### src/rtl/core/uart_pkg.sv
// uart_pkg: transaction types and fixed constants for the 8n1 serial port
package uart_pkg;

    // one clock tick of input: optional byte to send and the sampled receive line
    typedef struct packed {
        logic       tx_load;
        logic [7:0] tx_data;
        logic       rx_line;
    } in_t;

    // one clock tick of result: line levels and receiver status
    typedef struct packed {
        logic       tx_line;
        logic       tx_busy;
        logic       rx_valid;
        logic [7:0] rx_data;
    } out_t;

    localparam logic [15:0] BIT_PERIOD_RESET = 16'd868;
    localparam logic [7:0]  TX_SHIFT_IDLE    = 8'hFF;
    localparam logic [7:0]  RX_SHIFT_CLEAR   = 8'h00;
    localparam logic [15:0] TICK_ONE         = 16'd1;

endpackage

### src/rtl/core/uart_8n1_tx_rx.sv
// a result is registered in the output register, or in the skid entry while that one is held by out_stall
// throughput: one input transaction per cycle while in_stall is low, set by the single-pass bit timing logic
// a two-entry output stage (output register plus skid) lets input go on while out stalls
// in_stall rises only when both output entries hold results
// reset (rst_n low, asynchronous): transmitter and receiver idle, bit_period = 868
// uart_8n1_tx_rx: top level of the serial transmitter and receiver
module uart_8n1_tx_rx
    import uart_pkg::*;
#(
    parameter int DATA_BITS = 8
)
(
    input  logic        clk,
    input  logic        rst_n,
    input  logic        cfg_write,
    input  logic [15:0] cfg_data,
    input  logic        in_valid,
    output logic        in_stall,
    input  in_t         in_data,
    output logic        out_valid,
    input  logic        out_stall,
    output out_t        out_data
);

    localparam int IDX_W = $clog2(DATA_BITS + 3);
    localparam logic [IDX_W-1:0] IDX_IDLE  = IDX_W'(0);
    localparam logic [IDX_W-1:0] IDX_START = IDX_W'(1);
    localparam logic [IDX_W-1:0] IDX_FIRST = IDX_W'(2);
    localparam logic [IDX_W-1:0] IDX_LAST  = IDX_W'(DATA_BITS + 1);
    localparam logic [IDX_W-1:0] IDX_STOP  = IDX_W'(DATA_BITS + 2);
    localparam int               RX_BITS   = 8;

    logic [15:0]      bit_period_reg;
    logic [IDX_W-1:0] tx_idx_reg, tx_idx_next;
    logic [15:0]      tx_cnt_reg, tx_cnt_next;
    logic [7:0]       tx_shift_reg, tx_shift_next;
    logic [IDX_W-1:0] rx_idx_reg, rx_idx_next;
    logic [15:0]      rx_cnt_reg, rx_cnt_next;
    logic [7:0]       rx_shift_reg, rx_shift_next;
    logic             out_valid_reg, skid_valid_reg;
    out_t             out_data_reg, skid_data_reg;

    logic             accept;
    logic             take;
    logic [15:0]      full_bit;
    logic [15:0]      half_bit;
    logic             tx_line_c;
    logic             tx_busy_c;
    logic             rx_valid_c;
    out_t             result;

    assign accept = in_valid && !in_stall;
    assign take   = out_valid_reg && !out_stall;

    // bit lengths, zero acts as one
    always_comb
    begin
        full_bit = (bit_period_reg == 16'd0) ? TICK_ONE : bit_period_reg;
        half_bit = (bit_period_reg[15:1] == 15'd0) ? TICK_ONE : {1'b0, bit_period_reg[15:1]};
    end

    // transmitter next state and line level
    always_comb
    begin
        logic [IDX_W-1:0] idx_a;
        logic [15:0]      cnt_a;
        logic [7:0]       shift_a;
        logic [15:0]      cnt_inc;
        idx_a   = tx_idx_reg;
        cnt_a   = tx_cnt_reg;
        shift_a = tx_shift_reg;
        if (tx_idx_reg == IDX_IDLE && in_data.tx_load)
        begin
            idx_a   = IDX_START;
            cnt_a   = 16'd0;
            shift_a = in_data.tx_data;
        end
        tx_idx_next   = idx_a;
        tx_cnt_next   = cnt_a;
        tx_shift_next = shift_a;
        tx_line_c     = 1'b1;
        tx_busy_c     = 1'b0;
        cnt_inc       = cnt_a + TICK_ONE;
        if (idx_a != IDX_IDLE)
        begin
            tx_busy_c = 1'b1;
            if (idx_a == IDX_START)
                tx_line_c = 1'b0;
            else if (idx_a <= IDX_LAST)
                tx_line_c = shift_a[0];
            tx_cnt_next = cnt_inc;
            if (cnt_inc >= full_bit || cnt_inc == 16'd0)
            begin
                tx_cnt_next = 16'd0;
                if (idx_a >= IDX_FIRST && idx_a <= IDX_LAST)
                    tx_shift_next = {1'b1, shift_a[7:1]};
                tx_idx_next = (idx_a == IDX_STOP) ? IDX_IDLE : idx_a + IDX_START;
            end
        end
    end

    // receiver next state
    always_comb
    begin
        logic [15:0]      target;
        logic [15:0]      cnt_inc;
        logic [IDX_W-1:0] pos;
        rx_idx_next   = rx_idx_reg;
        rx_cnt_next   = rx_cnt_reg;
        rx_shift_next = rx_shift_reg;
        rx_valid_c    = 1'b0;
        target        = (rx_idx_reg == IDX_START) ? half_bit : full_bit;
        cnt_inc       = rx_cnt_reg + TICK_ONE;
        pos           = rx_idx_reg - IDX_FIRST;
        if (rx_idx_reg == IDX_IDLE)
        begin
            if (!in_data.rx_line)
            begin
                rx_idx_next   = IDX_START;
                rx_cnt_next   = 16'd0;
                rx_shift_next = RX_SHIFT_CLEAR;
            end
        end
        else
        begin
            rx_cnt_next = cnt_inc;
            if (cnt_inc >= target || cnt_inc == 16'd0)
            begin
                rx_cnt_next = 16'd0;
                if (rx_idx_reg >= IDX_STOP)
                begin
                    rx_valid_c  = 1'b1;
                    rx_idx_next = IDX_IDLE;
                end
                else
                begin
                    if (rx_idx_reg >= IDX_FIRST && int'(pos) < RX_BITS && in_data.rx_line)
                        rx_shift_next[pos[2:0]] = 1'b1;
                    rx_idx_next = rx_idx_reg + IDX_START;
                end
            end
        end
    end

    // result of this tick
    assign result = {tx_line_c, tx_busy_c, rx_valid_c, rx_shift_next};

    // configuration and bit timing state
    always_ff @(posedge clk or negedge rst_n)
    begin
        if (!rst_n)
        begin
            bit_period_reg <= BIT_PERIOD_RESET;
            tx_idx_reg     <= IDX_IDLE;
            tx_cnt_reg     <= 16'd0;
            tx_shift_reg   <= TX_SHIFT_IDLE;
            rx_idx_reg     <= IDX_IDLE;
            rx_cnt_reg     <= 16'd0;
            rx_shift_reg   <= RX_SHIFT_CLEAR;
        end
        else
        begin
            if (cfg_write)
                bit_period_reg <= cfg_data;
            if (accept)
            begin
                tx_idx_reg   <= tx_idx_next;
                tx_cnt_reg   <= tx_cnt_next;
                tx_shift_reg <= tx_shift_next;
                rx_idx_reg   <= rx_idx_next;
                rx_cnt_reg   <= rx_cnt_next;
                rx_shift_reg <= rx_shift_next;
            end
        end
    end

    // output register and skid entry control
    always_ff @(posedge clk or negedge rst_n)
    begin
        if (!rst_n)
        begin
            out_valid_reg  <= 1'b0;
            skid_valid_reg <= 1'b0;
        end
        else if (take)
        begin
            if (skid_valid_reg)
                skid_valid_reg <= 1'b0;
            else if (!accept)
                out_valid_reg <= 1'b0;
        end
        else if (accept)
        begin
            if (!out_valid_reg)
                out_valid_reg <= 1'b1;
            else
                skid_valid_reg <= 1'b1;
        end
    end

    // output register and skid entry payload
    always_ff @(posedge clk)
    begin
        if (take)
        begin
            if (skid_valid_reg)
                out_data_reg <= skid_data_reg;
            else if (accept)
                out_data_reg <= result;
        end
        else if (accept)
        begin
            if (!out_valid_reg)
                out_data_reg <= result;
            else
                skid_data_reg <= result;
        end
    end

    assign in_stall  = skid_valid_reg;
    assign out_valid = out_valid_reg;
    assign out_data  = out_data_reg;

endmodule

### config.mk
export PLATFORM = sky130hd
export DESIGN_NAME = uart_8n1_tx_rx
export DESIGN_NICKNAME = d
export VERILOG_FILES = /design/src/rtl/core/uart_pkg.sv /design/src/rtl/core/uart_8n1_tx_rx.sv
export SDC_FILE = /design/constraint.sdc
export NUM_CORES = 1
export LEC_CHECK = 0
export BUFFER_PORTS_ARGS = -buffer_cell sky130_fd_sc_hd__buf_2
export CAP_MARGIN = 15
export CORE_MARGIN = 2
export CORE_UTILIZATION = 55
export CTS_CLUSTER_DIAMETER = 200
export DETAILED_ROUTE_END_ITERATION = 6
export PLACE_DENSITY_LB_ADDON = 0.3
export SETUP_SLACK_MARGIN = 0.3
export SLEW_MARGIN = 10
export SYNTH_ARGS = -nofsm -noshare
export SYNTH_HDL_FRONTEND = slang
export SYNTH_SLANG_ARGS = --single-unit
### constraint.sdc
create_clock -name clk -period 11.3 [get_ports clk]
set_input_delay 2.26 -clock clk [delete_from_list [all_inputs] [get_ports clk]]
set_output_delay 2.26 -clock clk [all_outputs]
set_load 0.005 [all_outputs]
==> flow_metrics.env <==
export IMPL_run_status="finished, final reports clean"
export IMPL_area_growth_pct=8.45
export IMPL_vdd_ir_drop_max_uv=125
export IMPL_period_needed_ns=6.42
export IMPL_post_route_drc_count=0
export IMPL_die_h_um=111
export IMPL_power_static_leakage_nw=3.00
export IMPL_cts_max_path_buffers=2
export IMPL_detail_route_vias_per_cell=6.07
export IMPL_path_cells="buf_2 -> or4b_4 -> nand2b_4 -> and2_1 -> ha_1 -> nand4_1 -> or4_1 -> a21oi_1 -> ha_1 -> nor2b_1 -> o21ai_0 -> o311ai_0 -> a221oi_2 -> o41ai_4 -> buf_4 -> and2_1 -> o311ai_0"
export IMPL_crit_path_max_incr_delay_ns=0.53
export IMPL_synth_nets=763
export IMPL_avgRoutedWirePerCell_um=17.1
export IMPL_postSynthRegisterBits=96
export IMPL_filler_cell_count=987
export IMPL_number_of_synthesized_flops_with_an_enable_pin=22
export IMPL_postLayoutCoreUtil_pct=60.4
export IMPL_clk_transition_reported_paths_ns=0.07
export IMPL_cell_count_after_synthesis=691
export IMPL_dieArea_mm2=0.0123
export IMPL_dr_total_vias=5193
export IMPL_grt_remaining_overflow=0
export IMPL_cts_setup_buffers=0
export IMPL_dominantRegCellSynth="sky130_fd_sc_hd__dfrtp_1"
export IMPL_worst_ep_required_time_ns=11.55
export IMPL_grt_util_all_layers_pct=24.8
export IMPL_h_tree_depth=3
export IMPL_yosys_warnings=0
export IMPL_path_delay_family="simple AND/OR/NAND/NOR gates"
export IMPL_finalCritPeriodShare_pct=56.8
export IMPL_cp_num_buf_inv=2
export IMPL_synth_top_cells_by_area="sky130_fd_sc_hd__dfrtp_1 24%, sky130_fd_sc_hd__edfxtp_1 10%, sky130_fd_sc_hd__ha_1 8.1%, sky130_fd_sc_hd__dfstp_2 5.4%, sky130_fd_sc_hd__nand2_1 4.8%"
export IMPL_horizontal_die_dimension_um=111
export IMPL_cp_data_arrival_time_ns=6.67
export IMPL_finalSetupViolCount=0
export IMPL_cp_slowest_cell="sky130_fd_sc_hd__or4_1"
export IMPL_grt_first_pass_wirelength_mm=25.0
export IMPL_detail_route_iter0_violations=405
export IMPL_worst_r2r_cell_count=16
export IMPL_synth_top_area_cell="sky130_fd_sc_hd__dfrtp_1"
export IMPL_first_global_vias=5213
export IMPL_layout_drive_gt1_share_pct=14.9
export IMPL_grt_max_degree=75
export IMPL_yosysUniqueCellTypes=73
export IMPL_drt_pass1_iterations=5
export IMPL_initial_core_util_pct=55.7
export IMPL_synthesis_area_mm2=0.00630
export IMPL_clock_insertion_delay_worst_skew_ns=0.35
export IMPL_finalPower_w=0.00136
export IMPL_path_class="in2reg"
export IMPL_routabilityCongestion=0.894
export IMPL_final_nets=779
export IMPL_async_flop_share_pct=77.1
export IMPL_cts_buffers_inserted=9
export IMPL_root_driver="sky130_fd_sc_hd__clkbuf_16"
export IMPL_fmax_mhz=156
export IMPL_top_level_ports=44
export IMPL_cts_sinks=96
export IMPL_io_buffer_count=43
export IMPL_cellPowerDensity_mw_per_mm2=199
export IMPL_proportion_of_netlist_area_held_by_the_largest_area_contributor_pct=24.2
export IMPL_timing_final_hold_violations=0
export IMPL_setup_tns_final_ns=0
export IMPL_core_area_mm2=0.0113
export IMPL_tritoncts="done"
export IMPL_layoutNonFillerInstCount=855
export IMPL_postCtsResizedCells=0
export IMPL_ctsHoldBuffers=0
export IMPL_max_slew_margin_rel_pct=35.1
export IMPL_finalWirelength_mm=14.6
export IMPL_place_detailed_instances=839
export IMPL_setup_worst_path_end_class="flop"
export IMPL_rsz0062_at_grt="false"
export IMPL_min_delay_path_class="reg2reg"
export IMPL_cap_viol_max_count=0
export IMPL_ant_nets=0
export IMPL_timing_final_max_slew_violations=0
export IMPL_critical_path_startpoint_type="input port"
export IMPL_antenna_diode_count=0
export IMPL_core_rowCount=39
export IMPL_yosysSeqAreaShare_pct=40.1
export IMPL_worstMarginPinSlew_ns=0.974
export IMPL_critical_path_max_fanout=30
export IMPL_synth_area_per_cell_um2=9.12
export IMPL_antenna_found_initial=0
export IMPL_place_hpwl_mm=10.4
export IMPL_crit_cells=17
export IMPL_finalClockSkew_ns=0.00400
export IMPL_hold_path_cell_count=2
## cells in the final DEF, fill, tap and decap left out, types with 9 or more instances in the layout
cell type and count:
sky130_fd_sc_hd__nand2_1 80, sky130_fd_sc_hd__a22o_1 13, sky130_fd_sc_hd__nand3_1 26, sky130_fd_sc_hd__dfrtp_1 61
sky130_fd_sc_hd__a21oi_1 28, sky130_fd_sc_hd__o21ai_0 39, sky130_fd_sc_hd__clkbuf_16 9, sky130_fd_sc_hd__dfstp_2 13
sky130_fd_sc_hd__nor3_1 17, sky130_fd_sc_hd__nand2b_1 10, sky130_fd_sc_hd__ha_1 41, sky130_fd_sc_hd__buf_2 43
sky130_fd_sc_hd__xor2_1 10, sky130_fd_sc_hd__mux2_2 12, sky130_fd_sc_hd__nor2_1 63, sky130_fd_sc_hd__xnor2_1 17
sky130_fd_sc_hd__inv_1 39, sky130_fd_sc_hd__o31ai_1 20, sky130_fd_sc_hd__nand4_1 18, sky130_fd_sc_hd__edfxtp_1 22
## worst reg2reg max path: cells and delay by family (launching register included)
family	cells	cell delay, ns
and+or+nand+nor	6	1.59
adders and majority gates	2	0.62
AOI/OAI and AO/OA	6	1.57
buffers and inverters	2	0.46
DFF	1	0.56
## Yosys cell counts, drive strengths merged (11+ instances only)
cell	instances
a21oi	28
a22o	13
buf	23
clkbuf	20
dfrtp	61
dfstp	13
edfxtp	22
ha	41
inv	39
mux2	12
nand2	80
nand2b	11
nand3	26
nand4	19
nor2	64
nor3	18
o21ai	41
o31ai	20
xnor2	17
## logic make-up after synthesis
family / Yosys count / synth area share (%)
AO/OA/AOI/OAI: 161 / 17.8
buffers and inverters: 82 / 5.91
adder cells (fa/ha/maj): 41 / 8.14
flip-flops: 96 / 40.1
XOR/XNOR: 27 / 3.75
AND/OR/NAND/NOR: 266 / 21.2
multiplexers: 18 / 3.10
## per-stage QoR
step	hold slack (ns)	area [um2]	worst slack (ns)
finish	0.492	6840	4.88
floorplan	0.443	6300	5.26
global route	0.517	6840	4.44
CTS	0.489	6840	4.89
detailed placement	0.474	6510	4.48
global placement	0.457	6510	4.76
## area by class of cell
type / instances / area [um2] / area share (%)
flip-flops and latches: 96 / 2530 / 37.0
clock buffers: 9 / 225 / 3.29
well taps: 143 / 179 / 2.62
multi-input cells: 513 / 3400 / 49.8
repair buffers: 48 / 253 / 3.70
inverters: 39 / 146 / 2.14
clock inverters: 7 / 103 / 1.50
## metal layers
metal	vias up	global-route usage (%)	share of wire, %
met1	2470	33.8	46
met4	0	9.63	2.3
met5	-	0	0
met2	156	40.3	48
met3	26	3.61	4.4
li1	2541	-	-
## power breakdown
group	switching [W]	internal, W	leakage [nW]
clock network	0.000143	0.000196	0.157
logic	0.000303	0.000194	1.71
registers	0.0000782	0.000442	1.14
total	0.000525	0.000833	3.00
## worst paths after layout
check / slack (ns) / startpoint / end
worst max register to register: 6.39 / tx_idx_reg[0]$_DFFE_PN0P_ / tx_shift_reg[3]$_DFFE_PN1P_
min in group asynchronous: 2.09 / rst_n / tx_cnt_reg[11]$_DFFE_PN0P_
worst min-delay path: 0.49 / rx_shift_reg[5]$_DFFE_PN0P_ / rx_shift_reg[5]$_DFFE_PN0P_
max in group asynchronous: 8.53 / rst_n / rx_shift_reg[1]$_DFFE_PN0P_
worst max-delay path: 4.88 / in_data[9] / tx_shift_reg[3]$_DFFE_PN1P_
worst min register to register: 0.49 / rx_shift_reg[5]$_DFFE_PN0P_ / rx_shift_reg[5]$_DFFE_PN0P_
Note: power is estimated with default switching activity, not from simulation.
